<file path="src/rtl/rks_pkg.sv">
// ----------------------------------------------------------------------------
// rks_pkg
// Shared types, widths and constants of the rotation keyframe sampler.
// ----------------------------------------------------------------------------
package rks_pkg;

  // table and field sizes
  localparam int MAX_KEYS     = 64;
  localparam int KEY_IDX_W    = 6;
  localparam int COUNT_W      = 7;
  localparam int COMP_W       = 16;
  localparam int FRAME_W      = 16;
  localparam int IN_TDATA_W   = 104;
  localparam int OUT_TDATA_W  = 64;

  // request queue between front and back
  localparam int FIFO_DEPTH   = 2;
  localparam int FIFO_PTR_W   = 1;

  // arithmetic constants
  localparam int CORDIC_STEPS = 24;
  localparam int CORD_IDX_W   = 5;
  localparam logic [31:0] CORDIC_GAIN_INV = 32'd163008219;
  localparam logic [COMP_W-1:0] Q14_ONE   = 16'h4000;
  localparam int NEAR_LIMIT   = 2684;

  // operation codes on tuser
  localparam logic OP_LOAD   = 1'b0;
  localparam logic OP_SAMPLE = 1'b1;

  // request kinds after classification
  localparam logic [1:0] KIND_LOAD   = 2'd0;
  localparam logic [1:0] KIND_SAMPLE = 2'd1;
  localparam logic [1:0] KIND_IDENT  = 2'd2;

  typedef struct packed {
    logic [1:0]           kind;
    logic [KEY_IDX_W-1:0] slot;
    logic [FRAME_W-1:0]   frame;
    logic [3:0][COMP_W-1:0] quat;   // x in the lowest lane, w in the highest
    logic [COUNT_W-1:0]   n_keys;
  } rks_req_t;

  // arctangent of 2^-i in Q24 radians
  function automatic logic [23:0] atan_q24(input logic [CORD_IDX_W-1:0] idx);
    logic [23:0] v;
    unique case (idx)
      5'd0:  v = 24'd13176795;
      5'd1:  v = 24'd7778716;
      5'd2:  v = 24'd4110060;
      5'd3:  v = 24'd2086331;
      5'd4:  v = 24'd1047214;
      5'd5:  v = 24'd524117;
      5'd6:  v = 24'd262123;
      5'd7:  v = 24'd131069;
      5'd8:  v = 24'd65536;
      5'd9:  v = 24'd32768;
      5'd10: v = 24'd16384;
      5'd11: v = 24'd8192;
      5'd12: v = 24'd4096;
      5'd13: v = 24'd2048;
      5'd14: v = 24'd1024;
      5'd15: v = 24'd512;
      5'd16: v = 24'd256;
      5'd17: v = 24'd128;
      5'd18: v = 24'd64;
      5'd19: v = 24'd32;
      5'd20: v = 24'd16;
      5'd21: v = 24'd8;
      5'd22: v = 24'd4;
      5'd23: v = 24'd2;
      default: v = 24'd0;
    endcase
    return v;
  endfunction

endpackage

</file>
<file path="src/rtl/rks_front.sv">
// ----------------------------------------------------------------------------
// rks_front
// Accepts input requests, holds key_count and classifies each request.
// ----------------------------------------------------------------------------
module rks_front (
  input  logic                             clk,
  input  logic                             rst_n,
  input  logic                             cfg_wr_en,
  input  logic [rks_pkg::COUNT_W-1:0]      cfg_wr_data,
  input  logic                             in_tvalid,
  output logic                             in_tready,
  input  logic                             in_tuser,
  input  logic [rks_pkg::IN_TDATA_W-1:0]   in_tdata,
  input  logic                             q_full,
  output logic                             q_push,
  output rks_pkg::rks_req_t                q_req
);
  import rks_pkg::*;

  logic [COUNT_W-1:0] key_count_r;
  logic [COUNT_W-1:0] n_keys;
  logic [FRAME_W-1:0] smp_frame;

  // key count register
  always_ff @(posedge clk) begin
    if (!rst_n) begin
      key_count_r <= '0;
    end else if (cfg_wr_en) begin
      key_count_r <= cfg_wr_data;
    end
  end

  assign n_keys    = (key_count_r > COUNT_W'(MAX_KEYS)) ? COUNT_W'(MAX_KEYS) : key_count_r;
  assign smp_frame = in_tdata[101:86];

  assign in_tready = !q_full;
  assign q_push    = in_tvalid && !q_full;

  // classify: load, identity sample or full sample
  always_comb begin
    q_req.slot   = in_tdata[5:0];
    q_req.quat   = in_tdata[85:22];
    q_req.n_keys = n_keys;
    if (in_tuser == OP_LOAD) begin
      q_req.kind  = KIND_LOAD;
      q_req.frame = in_tdata[21:6];
    end else begin
      q_req.frame = smp_frame;
      if (smp_frame == '0 || n_keys == '0) begin
        q_req.kind = KIND_IDENT;
      end else begin
        q_req.kind = KIND_SAMPLE;
      end
    end
  end

endmodule

</file>
<file path="config.mk">
export PLATFORM = sky130hd
export DESIGN_NAME = rks_front
export DESIGN_NICKNAME = d
export VERILOG_FILES = /design/src/rtl/rks_pkg.sv /design/src/rtl/rks_front.sv
export SDC_FILE = /design/constraint.sdc
export NUM_CORES = 1
export LEC_CHECK = 0
export BUFFER_PORTS_ARGS = -buffer_cell sky130_fd_sc_hd__buf_2
export CORE_AREA = 4 4 80 82
export DETAILED_ROUTE_END_ITERATION = 6
export DIE_AREA = 0 0 84 86
export PLACE_DENSITY_LB_ADDON = 0.3
export SLEW_MARGIN = 20
export SYNTH_ARGS = -nofsm -noshare
export SYNTH_HDL_FRONTEND = slang
export SYNTH_SLANG_ARGS = --single-unit
export TNS_END_PERCENT = 100
</file>
<file path="constraint.sdc">
create_clock -name clk -period 2.61 [get_ports clk]
set_input_delay 0.1305 -clock clk [delete_from_list [all_inputs] [get_ports clk]]
set_output_delay 0.1305 -clock clk [all_outputs]
set_load 0.02 [all_outputs]
</file>
After elaboration in Yosys (flattened, before gate mapping):

Cells that the tools add are included.

* flip-flop bits (word level): 7
* input port bits: 117
* output and inout port bits: 97
* logic and storage cells: 11

* order comparisons: 1
* muxes and demuxes: 4
* reductions and logical operators: 5

Operator list (count)
* logical NOT 16 bit: 1
* 2-to-1 mux 16 bit: 1
* > comparator 7 bit (second input constant): 1
* logical NOT 7 bit: 1
* 2-to-1 mux 7 bit: 1
* 2-to-1 mux 2 bit: 2
* logical AND 1 bit: 1
* logical NOT 1 bit: 1
* logical OR 1 bit: 1

Logic depth before layout (Yosys ltp):

* word-level depth: 6
* mapped depth: 3
* depth with buffers taken out: 3

Worst setup path before layout:

No wires, ideal clock.

* path type: reg-to-output
* start point: register key_count_r[6]
* end point: output q_req[94] in the netlist's numbering
* arrival time: 1.046 ns
* required time: 2.480 ns
* setup slack: 1.433 ns
* stages on the path, launching flop included: 4
* path buffers: 0
* path through: dfxtp_1 > nor4_2 > nand2_1 > a21boi_1

RTL lines
* from (decl): line rks_front.sv:20 `logic [COUNT_W-1:0] key_count_r;`
* from (signal assigned): line rks_front.sv:29 `key_count_r <= cfg_wr_data;`
* to (decl): line rks_front.sv:16 `output rks_pkg::rks_req_t q_req`

==> run_results.csv <==
group,metric,value,unit
global_routing,antenna_found_initial,0,
critical_path,worst_setup_path_start_kind,"flop",
drt,drc_errors,0,
timing,slew_viol_final,0,
clocking,cts.path.max_buffers,2,
drt,first_iter_violations,21,
cells_and_area,largest_reg_flops,7,
cells_and_area,regMostFlops,"key_count_r",
drt,num_vias,764,
placement,gp_congestion,0.6085,
yosys,synth_seq_area_share,12.19,%
pwr,vdd_drop_max,0.1979,mV
floorplanning,die_x,84,um
clocking,insertion_delay,0.23,ns
critical_path,critPathCaptureType,"output port",
hold_path,hold_start,"cfg_wr_data[5]",
drt,wl_per_cell,13.71,um
placement,place.detailed.instances,201,
clocking,cts-root-buf,"clkbuf_8",
yosys,synth_nets,246,
cells_and_area,area_growth,-5.441,%
pwr,p_per_area,406.8,nW/um^2
timing,hold_violations,0,
floorplanning,rows,28,
timing,max_freq,662.6,MHz
floorplanning,start_util,20.01,%
critical_path,required,2.48,ns
cells_and_area,reg_top3,"key_count_r x7",
placement,numPortBuffers,71,
clocking,cts_tree,"built",
yosys,yosys.area.top_type,"buf_4",
timing,setup_viol,0,
cells_and_area,num_antenna_cells,0,
cells_and_area,layout_commonest_cell,"buf_2",
yosys,synth_top_area_share,45.70,%
global_routing,grt-ovfl-total,0,
yosys,synth_area_leaders,"buf_4 (46%), dfxtp_1 (12%), mux2_4 (10%)",
global_routing,grt_max_degree,19,
clocking,cts_resized,0,
global_routing,grt_pass1_vias,786,
timing,slew-limit-headroom,69.69,%
global_routing,grt_usage,7.117,%
yosys,synth_warnings,0,
drt,drt_first_pass_iters,3,
cells_and_area,nNetsFinal,248,
clocking,numCtsBuffers,3,
yosys,synth_area_per_cell,8.914,um^2
yosys,synth_cell_types,18,
floorplanning,core,5746,um^2
global_routing,grt_pass1_wl,4112,um
yosys,ys_seq_elements,7,
critical_path,crit_type,"reg -> out",
clocking,ctsHoldBuffers,0,
cells_and_area,fill_cells,683,
critical_path,path_max_fanout,9,
timing,finalClockSkew,0,ns
floorplanning,die-area,7224,um^2
placement,dp_hpwl,2411,um
critical_path,r2r_slack,1.86,ns
drt,drt-total-wl,2811,um
cells_and_area,layout.cells.non_filler,205,
hold_path,hold_depth,3,
clocking,cts.sinks,7,
yosys,syn-instance-count,129,
clocking,clkSlewWorstSetupHoldPaths,0.04,ns
pwr,p_leak,0.0005767,uW
hold_path,whs_endpoint,"key_count_r[5]",
timing,rsz0062_at_grt,"no",
timing,worst_pin_slew,0.4546,ns
critical_path,critPathLaunch,"key_count_r[6]",
floorplanning,io_pins,214,
clocking,cts_max_level,1,
pwr,total_power,442.3,uW
cells_and_area,layout_common_cells,"buf_2 (71), mux2_4 (8), mux2_2 (8), nor2b_1 (8)",
clocking,post_cts_buffers,0,
cells_and_area,utilization,18.92,%
cells_and_area,drive_above_1_share,74.62,%
yosys,syn_area,1150,um^2
timing,min_period,1.509,ns
drt,detail-route-antenna-nets,0,
job,max_cap_violations,0,
drt,viasPerCell,3.727,
run_status,status,"finished, final reports clean",
timing,min_period_over_period,57.83,%
critical_path,r2r.worst_path.cells,2,
critical_path,arrival,1.38,ns
critical_path,reg2reg_to,"key_count_r[6]",
hold_path,hold_path_class,"in -> reg",
critical_path,regToRegStartpoint,"key_count_r[6]",
floorplanning,die_h,86,um
timing,fin_tns_setup,0,ns
-- where the power goes --
part           switching, uW  internal (uW)
sequential              6.36            114
clock                   46.3            106
combinational           86.4           83.6
-- per-layer routing --
layer / vias up / wire length [um] / global-route usage [%]
li1: 354 / - / -
met1: 333 / 1026 / 7.995
met2: 43 / 1290 / 9.689
met3: 34 / 321 / 3.746
met4: 0 / 173 / 6.287
met5: - / 0 / 0
-- worst max-delay path: stages (launching register included) --
cell     delay (ns)
dfxtp_1        0.38
nor4_2         0.29
nand2_1        0.13
and3_1         0.20
buf_2          0.15
-- metrics by stage --
stage / cell area (um^2) / setup WS [ns] / hold slack (ns)
6_report: 1087 / 1.101 / 0.1654
5_1_grt: 1087 / 0.9399 / 0.1777
4_1_cts: 1087 / 1.013 / 0.1633
3_5_place_dp: 1042 / 1.262 / 0.2611
3_3_place_gp: 1042 / 1.274 / 0.2611
2_1_floorplan: 1150 / 1.433 / 0.2587
-- Yosys cell counts --
| cell | number |
|---|---|
| and3_1 | 1 |
| nand2_1 | 1 |
| nor4_2 | 1 |
| nor2b_1 | 8 |
| nor3_1 | 1 |
| buf_6 | 2 |
| dfxtp_1 | 7 |
| a21boi_1 | 1 |
| mux2_2 | 8 |
| inv_1 | 1 |
| nor4_1 | 4 |
| clkbuf_1 | 1 |
| mux2_4 | 8 |
| nand4_1 | 1 |
| buf_2 | 1 |
| mux2i_1 | 7 |
| and2b_2 | 6 |
| buf_4 | 70 |
-- cell families (layout without fill, tap and decap cells) --
group	after synthesis	count (layout)	share of synthesized area, %
mux	23	23	24.38
flops	7	7	12.19
buf+inv	75	76	48.75
simple gates	23	23	14.04
compound gates	1	1	0.6531
-- layout make-up --
| cell class | count | area (um^2) | share of cell area, % |
|---|---|---|---|
| flip-flops and latches | 7 | 140.1 | 12.89 |
| inverters | 1 | 3.754 | 0.3452 |
| repair buffers | 71 | 355.3 | 32.68 |
| multi-input cells | 47 | 449.2 | 41.31 |
| clock buffers | 4 | 45.04 | 4.143 |
| well taps | 75 | 93.84 | 8.631 |
-- worst max path at each step --
| stage | endpoint | cells past startpoint | slack, ns |
|---|---|---|---|
| 3_3_place_gp | q_req[94] | 4 | 1.27 |
| 4_1_cts | q_req[94] | 4 | 1.01 |
| 3_5_place_dp | q_req[94] | 4 | 1.26 |
| 6_report | q_req[93] | 4 | 1.10 |
| 5_1_grt | q_req[94] | 4 | 0.94 |
| 2_1_floorplan | q_req[94] | 3 | 1.43 |
Note: power is estimated with default switching activity, not from simulation.
