## src/rtl/rks_pkg.sv

```systemverilog
// ----------------------------------------------------------------------------
// rks_pkg
// Shared types, widths and constants of the rotation keyframe sampler.
// ----------------------------------------------------------------------------
package rks_pkg;

  // table and field sizes
  localparam int MAX_KEYS     = 64;
  localparam int KEY_IDX_W    = 6;
  localparam int COUNT_W      = 7;
  localparam int COMP_W       = 16;
  localparam int FRAME_W      = 16;
  localparam int IN_TDATA_W   = 104;
  localparam int OUT_TDATA_W  = 64;

  // request queue between front and back
  localparam int FIFO_DEPTH   = 2;
  localparam int FIFO_PTR_W   = 1;

  // arithmetic constants
  localparam int CORDIC_STEPS = 24;
  localparam int CORD_IDX_W   = 5;
  localparam logic [31:0] CORDIC_GAIN_INV = 32'd163008219;
  localparam logic [COMP_W-1:0] Q14_ONE   = 16'h4000;
  localparam int NEAR_LIMIT   = 2684;

  // operation codes on tuser
  localparam logic OP_LOAD   = 1'b0;
  localparam logic OP_SAMPLE = 1'b1;

  // request kinds after classification
  localparam logic [1:0] KIND_LOAD   = 2'd0;
  localparam logic [1:0] KIND_SAMPLE = 2'd1;
  localparam logic [1:0] KIND_IDENT  = 2'd2;

  typedef struct packed {
    logic [1:0]           kind;
    logic [KEY_IDX_W-1:0] slot;
    logic [FRAME_W-1:0]   frame;
    logic [3:0][COMP_W-1:0] quat;   // x in the lowest lane, w in the highest
    logic [COUNT_W-1:0]   n_keys;
  } rks_req_t;

  // arctangent of 2^-i in Q24 radians
  function automatic logic [23:0] atan_q24(input logic [CORD_IDX_W-1:0] idx);
    logic [23:0] v;
    unique case (idx)
      5'd0:  v = 24'd13176795;
      5'd1:  v = 24'd7778716;
      5'd2:  v = 24'd4110060;
      5'd3:  v = 24'd2086331;
      5'd4:  v = 24'd1047214;
      5'd5:  v = 24'd524117;
      5'd6:  v = 24'd262123;
      5'd7:  v = 24'd131069;
      5'd8:  v = 24'd65536;
      5'd9:  v = 24'd32768;
      5'd10: v = 24'd16384;
      5'd11: v = 24'd8192;
      5'd12: v = 24'd4096;
      5'd13: v = 24'd2048;
      5'd14: v = 24'd1024;
      5'd15: v = 24'd512;
      5'd16: v = 24'd256;
      5'd17: v = 24'd128;
      5'd18: v = 24'd64;
      5'd19: v = 24'd32;
      5'd20: v = 24'd16;
      5'd21: v = 24'd8;
      5'd22: v = 24'd4;
      5'd23: v = 24'd2;
      default: v = 24'd0;
    endcase
    return v;
  endfunction

endpackage

```

## src/rtl/rks_fifo.sv

```systemverilog
// ----------------------------------------------------------------------------
// rks_fifo
// Two-entry request queue between the front and the back.
// ----------------------------------------------------------------------------
module rks_fifo (
  input  logic              clk,
  input  logic              rst_n,
  input  logic              push,
  input  rks_pkg::rks_req_t push_req,
  output logic              full,
  input  logic              pop,
  output logic              valid,
  output rks_pkg::rks_req_t head_req
);
  import rks_pkg::*;

  rks_req_t                entry_r [FIFO_DEPTH];
  logic [FIFO_PTR_W-1:0]   wr_ptr_r;
  logic [FIFO_PTR_W-1:0]   rd_ptr_r;
  logic [FIFO_PTR_W:0]     cnt_r;
  logic                    do_pop;

  assign full     = (cnt_r == (FIFO_PTR_W+1)'(FIFO_DEPTH));
  assign valid    = (cnt_r != '0);
  assign head_req = entry_r[rd_ptr_r];
  assign do_pop   = pop && valid;

  // storage
  always_ff @(posedge clk) begin
    if (push) begin
      entry_r[wr_ptr_r] <= push_req;
    end
  end

  // pointers and fill count
  always_ff @(posedge clk) begin
    if (!rst_n) begin
      wr_ptr_r <= '0;
      rd_ptr_r <= '0;
      cnt_r    <= '0;
    end else begin
      if (push)   wr_ptr_r <= wr_ptr_r + 1'b1;
      if (do_pop) rd_ptr_r <= rd_ptr_r + 1'b1;
      if (push && !do_pop)      cnt_r <= cnt_r + 1'b1;
      else if (do_pop && !push) cnt_r <= cnt_r - 1'b1;
    end
  end

endmodule

```

## config.mk

```make
export PLATFORM = sky130hd
export DESIGN_NAME = rks_fifo
export DESIGN_NICKNAME = d
export VERILOG_FILES = /design/src/rtl/rks_pkg.sv /design/src/rtl/rks_fifo.sv
export SDC_FILE = /design/constraint.sdc
export NUM_CORES = 1
export LEC_CHECK = 0
export ABC_CLOCK_PERIOD_IN_PS = 7700
export BUFFER_PORTS_ARGS = -buffer_cell sky130_fd_sc_hd__buf_2
export CORE_MARGIN = 1.5
export CORE_UTILIZATION = 40
export CTS_CLUSTER_SIZE = 12
export DETAILED_ROUTE_END_ITERATION = 16
export HOLD_SLACK_MARGIN = 0.03
export MAX_ROUTING_LAYER = met4
export SYNTH_ARGS = -nofsm -noshare
export SYNTH_HDL_FRONTEND = slang
export SYNTH_SLANG_ARGS = --single-unit
```

## constraint.sdc

```tcl
create_clock -name clk -period 7.7 [get_ports clk]
set_clock_uncertainty 0.2 [all_clocks]
set_input_delay 0 -clock clk [delete_from_list [all_inputs] [get_ports clk]]
set_output_delay 0 -clock clk [all_outputs]
set_load 0.02 [all_outputs]
```

After elaboration in Yosys (flattened, before gate mapping). Memory sizes are Yosys's and may differ from the RTL's. A register that Yosys moved wholly into a read port is not among the register bits. Index checks and enable logic that the tools add are counted. W data, S select, Z words.

Equal/unequal tests: 1. Add/subtract/negate cells: 4. Reductions and logical operators: 7. Muxes and demuxes: 6.

Operators by type and width (count): $mux W1 (4); $mux W2 (2); $reduce_bool A2 Y1 (2); $logic_and A1 B1 Y1 (3); $add A1 B1 Y1 const B (2); $add A2 B1 Y2 const B (1); $eq A2 B2 Y1 const B (1); $logic_not A1 Y1 (2); $sub A2 B1 Y2 const B (1).

Flip-flop bits (word level): 4. Output and inout port bits: 97. Bits in writable memories: 190. Word-level logic and storage cells: 22. Input bits: 99. Memories kept: 1.

Memory list: entry_r (words 2, bits a word 95, rd ports 1, clocked after memory_dff 1, write ports 1, RTL line rks_fifo.sv:17) `rks_req_t entry_r [FIFO_DEPTH];`.

Logic depth before layout (Yosys ltp). Gate-level depths: netlist (run 1).

Depth after elaboration: 5. Gate-level depth with buffers: 5. Mapped depth without buffers: 5.

Worst setup path after synthesis (run 1). Ideal clock, no wire load.

Path type: register -> register. Start point: reg wr_ptr_r. End point: mem entry_r[0][0] in the netlist's numbering, enable pin. Arrival time: 4.526 ns. Cell stages (with the launch flop): 2. Library setup time: 0.561 ns. Path buffers: 0. Setup slack: 2.413 ns. Period minus slack after synthesis: 5.287 ns. Data required time: 6.939 ns. Cell sequence: dfxtp_1 -> nor2b_1.

RTL lines: from (decl) (RTL line rks_fifo.sv:18) `logic [FIFO_PTR_W-1:0] wr_ptr_r;`; from (signal assigned) (RTL line rks_fifo.sv:42) `if (push) wr_ptr_r <= wr_ptr_r + 1'b1;`; to (decl) (RTL line rks_fifo.sv:17).

No word-level cell before the write port.

==> results.py, run 1 <==
metrics = {
    "global_route": {
        "grt_max_degree": 60,
        "antenna_found_initial": 0,
        "grt_use_total_pct": 14.9,
        "grt_pass1_wl_um": 20300,
        "grt_pass1_vias": 4130,
        "grt_overflow": 0,
    },
    "logic_synthesis": {
        "synth_edf_count": 190,
        "ys_warn_count": 0,
        "netlist_instances": 318,
        "ys_ff_latch": 195,
        "synth_top_flop_cell": "edfxtp_1",
        "yosys.area.top_type": "edfxtp_1",
        "synthMostInstantiatedCell": "edfxtp_1",
        "synth_cell_types": 18,
        "synth_fp_nets": 418,
        "synth_area_leaders": "edfxtp_1 (78%), mux2_4 (10%), mux2_2 (7.0%)",
        "yosysTopAreaCellShare_pct": 78.3,
        "synth_seq_area_share_pct": 79.7,
        "synthTopCellsByCount": "edfxtp_1 (190), mux2_4 (50), mux2_2 (45)",
        "avgSynthCellArea_um2": 22.9,
        "async_reset_ff_share_pct": 0,
        "synth_area_um2": 7290,
    },
    "cts": {
        "cts_root_buf": "clkbuf_16",
        "cts_tree": "done",
        "numCtsBuffers": 17,
        "clk_path_buf_depth": 2,
        "clock_latency_ns": 0.41,
        "clkSinkCount": 195,
        "path_clk_slew_ns": 0.07,
        "post_cts_buffers": 0,
        "htreeDepth": 4,
        "cts_resized": 0,
    },
    "floorplan": {
        "rows": 49,
        "dieArea_um2": 19000,
        "ios": 196,
        "die_width_um": 138,
        "start_util_pct": 40.7,
        "core-area_um2": 17900,
        "die_height_um": 138,
    },
    "timing": {
        "fin_tns_setup_ns": 0,
        "post-route-min-period_ns": 2.86,
        "worst_pin_slew_ns": 0.930,
        "fmaxAchievable_ghz": 0.350,
        "hold_viol_final": 0,
        "slew_headroom_pct": 38.0,
        "min_period_over_period_pct": 37.1,
        "slew_violations": 0,
        "rsz0062_at_grt": "false",
        "finalSetupViolCount": 0,
    },
    "placement": {
        "port_buffers": 195,
        "gp_congestion": 0.690,
        "placed_cells": 735,
        "place.detailed.hpwl_um": 8490,
        "dpl_cell_area_um2": 8490,
    },
    "routing": {
        "drc": 0,
        "ant_nets": 0,
        "vias": 3938,
        "via_per_inst": 4.55,
        "drtIter0Drc": 142,
        "wl_per_cell_um": 15.8,
        "drt_wl_total_um": 13700,
        "firstDrtPassIters": 6,
    },
    "critical_path": {
        "r2r-start": "wr_ptr_r$_SDFFE_PN0P_",
        "cp.required_ns": 7.50,
        "critPathBufInv": 2,
        "cp-end-kind": "output port",
        "cp.arrival_ns": 2.66,
        "worstSetupPathType": "reg2out",
        "ff2ff_path_depth": 2,
        "cpMaxStageDelayCell": "buf_4",
        "cp_cell_sequence": "buf_4 > mux2_2 > buf_2",
        "startpoint_type": "register",
        "critPathMaxStageDelay_ns": 0.78,
        "r2r_slack_ns": 5.45,
        "crit_fanout": 53,
        "timing.rr.end": "entry_r[1][89]$_DFFE_PP_",
        "cp_top_family": "buffers and inverters",
    },
    "worst_hold_path": {
        "hold_start": "push_req[6]",
        "hp-class": "in2reg",
        "hold_path_end": "entry_r[1][6]$_DFFE_PP_",
        "hold_depth": 2,
    },
    "finish": {
        "layout-drive-gt1-share_pct": 51.3,
        "num-fill-cells": 1441,
        "syn_to_final_growth_pct": 37.9,
        "fin_nets": 724,
        "layoutNonFillerInstCount": 866,
        "stdcell_area_um2": 10000,
        "n_antenna_cell": 0,
    },
    "flow_run": {
        "cap_violations": 0,
    },
    "power_and_ir_drop": {
        "p_per_area_nw_per_um2": 289,
        "p_leak_nw": 3.88,
        "ir_drop_mv": 0.163,
    },
    "run_status": {
        "outcome": "completed",
    },
}
==> cell type report <==
| type | count | area, um^2 | area share (%) |
|---|---|---|---|
| clock buffer | 20 | 437 | 4.35 |
| clock inverter | 12 | 133 | 1.32 |
| timing repair buffer | 298 | 2000 | 19.9 |
| multi-input combinational | 112 | 1390 | 13.8 |
| sequential | 195 | 5810 | 57.8 |
| tap | 229 | 287 | 2.85 |
==> power by group <==
part | internal, mW | leakage (nW) | switching, mW
Sequential | 1.23 | 1.83 | 0.0594
Clock | 0.480 | 0.276 | 0.368
Combinational | 0.373 | 1.78 | 0.386
Total | 2.09 | 3.88 | 0.813
==> layout by cell type, fill, tap and decap left out <==
master           n
clkbuf_1         3
bufinv_16        2
clkinv_2         4
and2_1           3
mux2_2          45
buf_4            4
buf_2          195
dfxtp_1          4
edfxtp_1       190
xnor2_1          2
and2_4           1
clkinvlp_4       2
nor2b_1          2
o21ai_1          1
a21boi_1         1
o21a_1           1
xor2_1           1
o21ai_0          1
ha_1             1
nor2b_4          1
dlygate4sd3_1   99
or3_1            1
inv_6            1
clkinv_4         2
or2_2            1
clkbuf_16       17
dfxtp_4          1
inv_8            1
mux2_4          50
==> stage by stage <==
stage	util [%]	setup slack, ns	total power, mW	hold slack (ns)
6_report	56.1	4.84	2.90	0.0989
4_1_cts	56.1	4.78	2.94	0.0791
3_5_place_dp	47.4	5.25	2.05	-0.00934
3_3_place_gp	47.4	5.28	2.03	-0.0117
5_1_grt	56.1	4.70	3.02	0.0888
2_1_floorplan	-	2.41	1.86	-0.101
==> layer usage <==
layer | up-vias | GRT usage [%] | wire length [um]
met5 | - | - | 0
met4 | 0 | 5.21 | 138
met3 | 10 | 3.87 | 897
met1 | 1909 | 17.8 | 5890
met2 | 148 | 24.5 | 6780
li1 | 1871 | - | -
==> state kept, by name (all words and copies together), names as in the netlist, named ones only <==
signal and flops:
cnt_r 2, entry_r 190, rd_ptr_r 1, wr_ptr_r 1
==> logic make-up (layout without fill, tap and decap cells) <==
logic type	Yosys count	in the layout	synth area share [%]
flip-flops	195	195	79.7
multiplexers	95	95	17.3
buffers and inverters	11	330	1.41
AND/OR/NAND/NOR	9	9	0.773
AO/OA/AOI/OAI	4	4	0.343
XOR/XNOR	3	3	0.361
adder cells (fa/ha/maj)	1	1	0.172
==> timing repair <==
action	in CTS	in global routing
hold buffers	99	0
setup endpoints to repair	0	0
hold endpoints to repair	195	0
==> how the worst max path moves through the flow <==
stage,from,end,slack [ns],depth (start not counted)
final,register,head_req[75],4.84,3
after global routing,register,head_req[75],4.70,3
after CTS,register,head_req[74],4.78,3
after detailed placement,register,head_req[74],5.25,3
after global placement,register,head_req[75],5.28,3
after floorplan,wr_ptr_r$_SDFFE_PN0P_,entry_r[0][0]$_DFFE_PP_,2.41,1
No activity file was read; power rests on OpenSTA's default activity.
==> inputs of run 2 (changes only) <==
--- a/config.mk
+++ b/config.mk
@@ -5,7 +5,7 @@
 export SDC_FILE = /design/constraint.sdc
 export NUM_CORES = 1
 export LEC_CHECK = 0
-export ABC_CLOCK_PERIOD_IN_PS = 7700
+export ABC_CLOCK_PERIOD_IN_PS = 2380
 export BUFFER_PORTS_ARGS = -buffer_cell sky130_fd_sc_hd__buf_2
 export CORE_MARGIN = 1.5
 export CORE_UTILIZATION = 40
@@ -13,6 +13,7 @@
 export DETAILED_ROUTE_END_ITERATION = 16
 export HOLD_SLACK_MARGIN = 0.03
 export MAX_ROUTING_LAYER = met4
+export PLACE_DENSITY = 0.66
 export SYNTH_ARGS = -nofsm -noshare
 export SYNTH_HDL_FRONTEND = slang
 export SYNTH_SLANG_ARGS = --single-unit
==> constraint.sdc (replaced) <==
create_clock -name clk -period 2.38 [get_ports clk]
set_clock_uncertainty 0.2 [all_clocks]
set_input_delay 0 -clock clk [delete_from_list [all_inputs] [get_ports clk]]
set_output_delay 0 -clock clk [all_outputs]
set_load 0.02 [all_outputs]
==> run 2 against run 1 <==
Sequential share of layout area fell by 0.23 points. Register-to-register slack lost 5.0 ns. First-iteration DRC count increased by 38%. Die area unchanged. Clock-buffer cell count is the same. Cell count is 0.23% higher. Global-route usage increased by 0.085 points. Clock power rose to 3.1 times the previous value. Critical path depth increased by 1. Via count grew 1.3%. Worst setup slack got worse by 4.4 ns. Largest power group unchanged. Highest routed layer unchanged.
==> results.py, run 2 (synthesis results as in run 1) <==
metrics = {
    "run_status": {
        "outcome": "completed",
    },
    "global_route": {
        "antenna_found_initial": 0,
        "grt_max_degree": 66,
        "grt_use_total_pct": 15.0,
        "grt_overflow": 0,
        "grt_pass1_vias": 4151,
        "grt_pass1_wl_um": 20300,
    },
    "routing": {
        "vias": 3990,
        "firstDrtPassIters": 4,
        "drt_wl_total_um": 13800,
        "dr_wl_met3_um": 737,
        "ant_nets": 0,
        "via_per_inst": 4.60,
        "drc": 0,
        "wl_met1_um": 5730,
        "highest_layer": "met4",
        "met2_length_um": 7080,
        "drtIter0Drc": 196,
        "wl_per_cell_um": 15.9,
    },
    "critical_path": {
        "critPathMaxStageDelay_ns": 0.53,
        "startpoint_type": "register",
        "cp.arrival_ns": 2.09,
        "cp.required_ns": 2.54,
        "cpMaxStageDelayCell": "dlygate4sd3_1",
        "worstSetupPathType": "reg2reg",
        "cp-end-kind": "register",
        "crit_fanout": 39,
        "cp_cell_sequence": "nor2b_4 > buf_4 > o21a_1 > dlygate4sd3_1",
    },
    "flow_run": {
        "cap_violations": 0,
    },
    "finish": {
        "regMostFlops": "entry_r",
        "syn_to_final_growth_pct": 38.5,
        "fin_nets": 726,
        "reg_top3": "entry_r: 190 flops, cnt_r: 2 flops",
        "n_antenna_cell": 0,
        "layout-drive-gt1-share_pct": 51.3,
        "stdcell_area_um2": 10100,
        "layout_common_cells": "buf_2 (195), edfxtp_1 (190), dlygate4sd3_1 (99), mux2_4 (50), mux2_2 (45)",
        "largest_reg_flops": 190,
        "layout_commonest_cell": "buf_2",
    },
    "timing": {
        "worst_pin_slew_ns": 0.519,
        "post-route-min-period_ns": 1.93,
        "slew_violations": 0,
        "rsz0062_at_grt": "false",
        "min_period_over_period_pct": 81.0,
        "fmaxAchievable_ghz": 0.519,
        "finalSetupViolCount": 0,
        "hold_viol_final": 0,
        "slew_headroom_pct": 65.4,
        "fin_tns_setup_ns": 0,
    },
    "floorplan": {
        "die_width_um": 138,
        "ios": 196,
        "dieArea_um2": 19000,
        "core-area_um2": 17900,
        "die_height_um": 138,
        "start_util_pct": 40.7,
        "rows": 49,
    },
    "power_and_ir_drop": {
        "p_clk_share_pct": 28.2,
        "p_per_area_nw_per_um2": 926,
        "power_frac_seq_pct": 43.6,
        "p_leak_nw": 3.89,
        "ir_drop_mv": 0.537,
        "p_comb_share_pct": 28.3,
        "p_switching_mw": 2.66,
        "p_int_mw": 6.68,
        "switching_share_pct": 28.4,
    },
    "cts": {
        "htreeDepth": 4,
        "cts_root_buf": "clkbuf_16",
        "clock_latency_ns": 0.41,
        "cts_tree": "done",
        "cts_resized": 0,
        "clk_path_buf_depth": 2,
        "path_clk_slew_ns": 0.07,
        "clkSinkCount": 195,
        "numCtsBuffers": 17,
        "post_cts_buffers": 0,
    },
    "placement": {
        "dpl_cell_area_um2": 8550,
        "gp_congestion": 0.685,
        "port_buffers": 195,
        "place.detailed.hpwl_um": 8370,
    },
    "worst_hold_path": {
        "hp-class": "in2reg",
    },
}
run 2: cell types whose count changed in the layout (fill, tap and decap cells not counted), sizes merged:
cell	change
buf	+2
bufinv	-1
clkinv	+1
run 2: path summary, 6_finish.rpt:
check | start | to | slack [ns] | cells past startpoint
setup / recovery | wr_ptr_r$_SDFFE_PN0P_ | wr_ptr_r$_SDFFE_PN0P_ | 0.45 | 4
setup reg to reg | wr_ptr_r$_SDFFE_PN0P_ | wr_ptr_r$_SDFFE_PN0P_ | 0.45 | 4
hold / removal | push_req[1] | entry_r[0][1]$_DFFE_PP_ | 0.1 | 2
hold reg to reg | cnt_r[1]$_SDFFE_PN0P_ | cnt_r[1]$_SDFFE_PN0P_ | 0.33 | 2
run 2: power groups by stage:
stage,Combinational [mW],Sequential [mW],Clock (mW)
6_report,2.64,4.07,2.63
4_1_cts,2.68,4.07,2.73
2_1_floorplan,1.90,4.12,0
3_5_place_dp,2.54,4.14,0
3_3_place_gp,2.52,4.13,0
5_1_grt,2.81,4.08,2.84
run 2: what timing repair did:
action | in CTS | in global routing
endpoints found under the setup margin | 0 | 0
hold buffers | 99 | 0
endpoints found under the hold margin | 195 | 0
run 2: layout make-up:
class / count / area [um^2]
fillers: 1394 / 7810
repair buffers: 300 / 2060
clock inverters: 12 / 108
well taps: 229 / 287
flip-flops and latches: 195 / 5810
clock buffers: 20 / 437
multi-input cells: 112 / 1390
run 2: metrics by stage:
step	hold WS, ns	instances	utilization (%)	total power [mW]	setup slack (ns)
floorplan	-0.101	318	-	6.01	0.0104
global placement	-0.0122	737	47.8	6.65	0.805
detailed placement	-0.00896	737	47.8	6.68	0.724
CTS	0.0695	868	56.4	9.47	0.420
global route	0.0785	868	56.4	9.73	0.335
finish	0.0958	868	56.4	9.34	0.453
run 2: metal layers:
layer | track usage [%] | up-vias
met1 | 16.5 | 1953
met3 | 3.44 | 26
li1 | - | 1871
met4 | 6.66 | 0
met2 | 26.0 | 140
met5 | - | -
run 2: critical path: cells and delay by family, from the launching register on:
family                 cells  cell delay, ns
flip-flops                 1            0.34
AO/OA/AOI/OAI              1            0.20
AND/OR/NAND/NOR            1            0.15
buffers and inverters      2            0.99
==> inputs of run 3 (changes only) <==
--- a/config.mk
+++ b/config.mk
@@ -5,7 +5,7 @@
 export SDC_FILE = /design/constraint.sdc
 export NUM_CORES = 1
 export LEC_CHECK = 0
-export ABC_CLOCK_PERIOD_IN_PS = 2380
+export ABC_CLOCK_PERIOD_IN_PS = 1800
 export BUFFER_PORTS_ARGS = -buffer_cell sky130_fd_sc_hd__buf_2
 export CORE_MARGIN = 1.5
 export CORE_UTILIZATION = 40
@@ -13,7 +13,6 @@
 export DETAILED_ROUTE_END_ITERATION = 16
 export HOLD_SLACK_MARGIN = 0.03
 export MAX_ROUTING_LAYER = met4
-export PLACE_DENSITY = 0.66
 export SYNTH_ARGS = -nofsm -noshare
 export SYNTH_HDL_FRONTEND = slang
 export SYNTH_SLANG_ARGS = --single-unit
==> constraint.sdc (replaced) <==
create_clock -name clk -period 1.8 [get_ports clk]
set_clock_uncertainty 0.2 [all_clocks]
set_input_delay 0 -clock clk [delete_from_list [all_inputs] [get_ports clk]]
set_output_delay 0 -clock clk [all_outputs]
set_load 0.02 [all_outputs]
==> run 3 against run 2 <==
Total power increased by 53%. Die area is the same. Clock power is 37% higher. Critical endpoint is now head_req[16]. Largest power group unchanged.
==> results.py, run 3 (synthesis results as in run 1) <==
metrics = {
    "critical_path": {
        "startpoint_type": "register",
        "crit_fanout": 8,
        "timing.rr.end": "cnt_r[1]$_SDFFE_PN0P_",
        "cp.required_ns": 1.60,
        "ff2ff_path_depth": 4,
        "r2r_slack_ns": 0.15,
        "cp-end-kind": "output port",
        "r2r-start": "cnt_r[0]$_SDFFE_PN0P_",
        "worstSetupPathType": "reg2out",
        "cp.arrival_ns": 1.58,
    },
    "timing": {
        "slew_violations": 0,
        "rsz0062_at_grt": "true",
        "hold_viol_final": 0,
        "finalSetupViolCount": 0,
        "worst_pin_slew_ns": 0.453,
        "setup_slack_ns": 0.0153,
        "slew_headroom_pct": 69.8,
        "fin_tns_setup_ns": 0,
        "whs_ns": 0.0917,
        "min_period_over_period_pct": 99.2,
        "fmaxAchievable_ghz": 0.560,
        "post-route-min-period_ns": 1.78,
    },
    "routing": {
        "drt_wl_total_um": 15400,
        "via_per_inst": 4.67,
        "drc": 0,
        "firstDrtPassIters": 4,
        "drtIter0Drc": 163,
        "ant_nets": 0,
        "wl_per_cell_um": 17.4,
        "vias": 4141,
    },
    "cts": {
        "clk_path_buf_depth": 2,
        "numCtsBuffers": 17,
        "clock_latency_ns": 0.41,
        "htreeDepth": 4,
        "cts_tree": "done",
        "path_clk_slew_ns": 0.07,
        "cts_root_buf": "clkbuf_16",
        "clkSinkCount": 195,
    },
    "global_route": {
        "antenna_found_initial": 0,
        "grt_pass1_wl_um": 22100,
        "grt_max_degree": 65,
        "grt_overflow": 0,
        "grt_pass1_vias": 4418,
        "grt_use_total_pct": 16.3,
    },
    "power_and_ir_drop": {
        "switching_share_pct": 29.0,
        "p_leak_nw": 4.40,
        "p_clk_share_pct": 25.2,
        "p_switching_mw": 4.15,
        "totalPowerFinal_mw": 14.3,
        "p_int_mw": 10.2,
        "p_per_area_nw_per_um2": 1280,
        "power_frac_seq_pct": 37.7,
        "ir_drop_mv": 0.806,
        "p_comb_share_pct": 37.1,
    },
    "worst_hold_path": {
        "hold_depth": 2,
        "hold_path_end": "entry_r[0][9]$_DFFE_PP_",
        "hp-class": "in2reg",
        "hold_start": "push_req[9]",
    },
    "placement": {
        "dpl_cell_area_um2": 8610,
        "post-place-ws_ns": 0.157,
        "gp_congestion": 0.714,
        "place.detailed.hpwl_um": 8500,
        "placed_cells": 741,
        "port_buffers": 195,
    },
    "finish": {
        "stdcell_area_um2": 11200,
        "largest_reg_flops": 190,
        "layout_commonest_cell": "edfxtp_1",
        "n_antenna_cell": 0,
        "num-fill-cells": 1281,
        "layout-drive-gt1-share_pct": 53.4,
        "layout_common_cells": "edfxtp_1 (190), buf_2 (104), dlygate4sd3_1 (98), buf_6 (95), mux2_4 (89)",
        "finalCoreUtilization_pct": 62.6,
        "fin_nets": 744,
        "regMostFlops": "entry_r",
        "layoutNonFillerInstCount": 886,
        "syn_to_final_growth_pct": 53.7,
        "reg_top3": "entry_r: 190 flops, cnt_r: 2 flops",
    },
    "floorplan": {
        "ios": 196,
        "die_width_um": 138,
        "core-area_um2": 17900,
        "rows": 49,
        "die_height_um": 138,
        "dieArea_um2": 19000,
        "start_util_pct": 40.7,
    },
    "flow_run": {
        "cap_violations": 0,
    },
    "run_status": {
        "outcome": "completed",
    },
}
[run 3: cell types whose count changed in the layout (fill, tap and decap cells not counted), sizes merged]
cell | previous run | this run
clkinv | 7 | 4
bufinv | 1 | 0
inv | 2 | 8
buf | 201 | 218
dlygate4sd3 | 99 | 98
[run 3: metal layers]
metal | track usage, % | routed length [um] | vias up
li1 | - | - | 1918
met1 | 18.9 | 6450 | 2058
met2 | 27.1 | 7890 | 152
met3 | 4.31 | 806 | 13
met4 | 6.31 | 240 | 0
met5 | - | 0 | -
[run 3: worst max-delay path by stage]
stage,start,to,slack (ns),cells past startpoint
final,register,head_req[16],0.02,4
after global routing,register,head_req[77],-0.05,4
after CTS,register,head_req[76],-0.08,5
after detailed placement,cnt_r[0]$_SDFFE_PN0P_,cnt_r[1]$_SDFFE_PN0P_,0.16,4
after global placement,cnt_r[0]$_SDFFE_PN0P_,cnt_r[1]$_SDFFE_PN0P_,0.24,4
after floorplan,wr_ptr_r$_SDFFE_PN0P_,entry_r[0][0]$_DFFE_PP_,-0.56,1
[run 3: what timing repair did]
action,CTS,global route
buffers inserted,10,0
resized for setup,83,162
endpoints found under the hold margin,208,0
gates cloned,6,2
hold buffers,98,0
endpoints found under the setup margin,87,87
[run 3: critical path, stage by stage (launching register included)]
cell,delay [ns]
dfxtp_4,0.41
buf_6,0.16
buf_16,0.15
mux2_4,0.31
buf_6,0.13
[run 3: power by group through the flow]
stage	registers [mW]	clock network [mW]	logic, mW
6_report	5.39	3.60	5.31
5_1_grt	5.42	3.86	5.60
4_1_cts	5.38	3.67	4.59
3_5_place_dp	5.53	0	3.37
3_3_place_gp	5.51	0	3.33
2_1_floorplan	5.44	0	2.51
[run 3: cell type report]
type	count	area, um^2	share of cell area (%)
flip-flops and latches	195	5810	51.9
repair buffers	318	3000	26.8
multi-input cells	112	1530	13.7
clock buffers	18	429	3.83
well taps	229	287	2.56
clock inverters	14	139	1.24
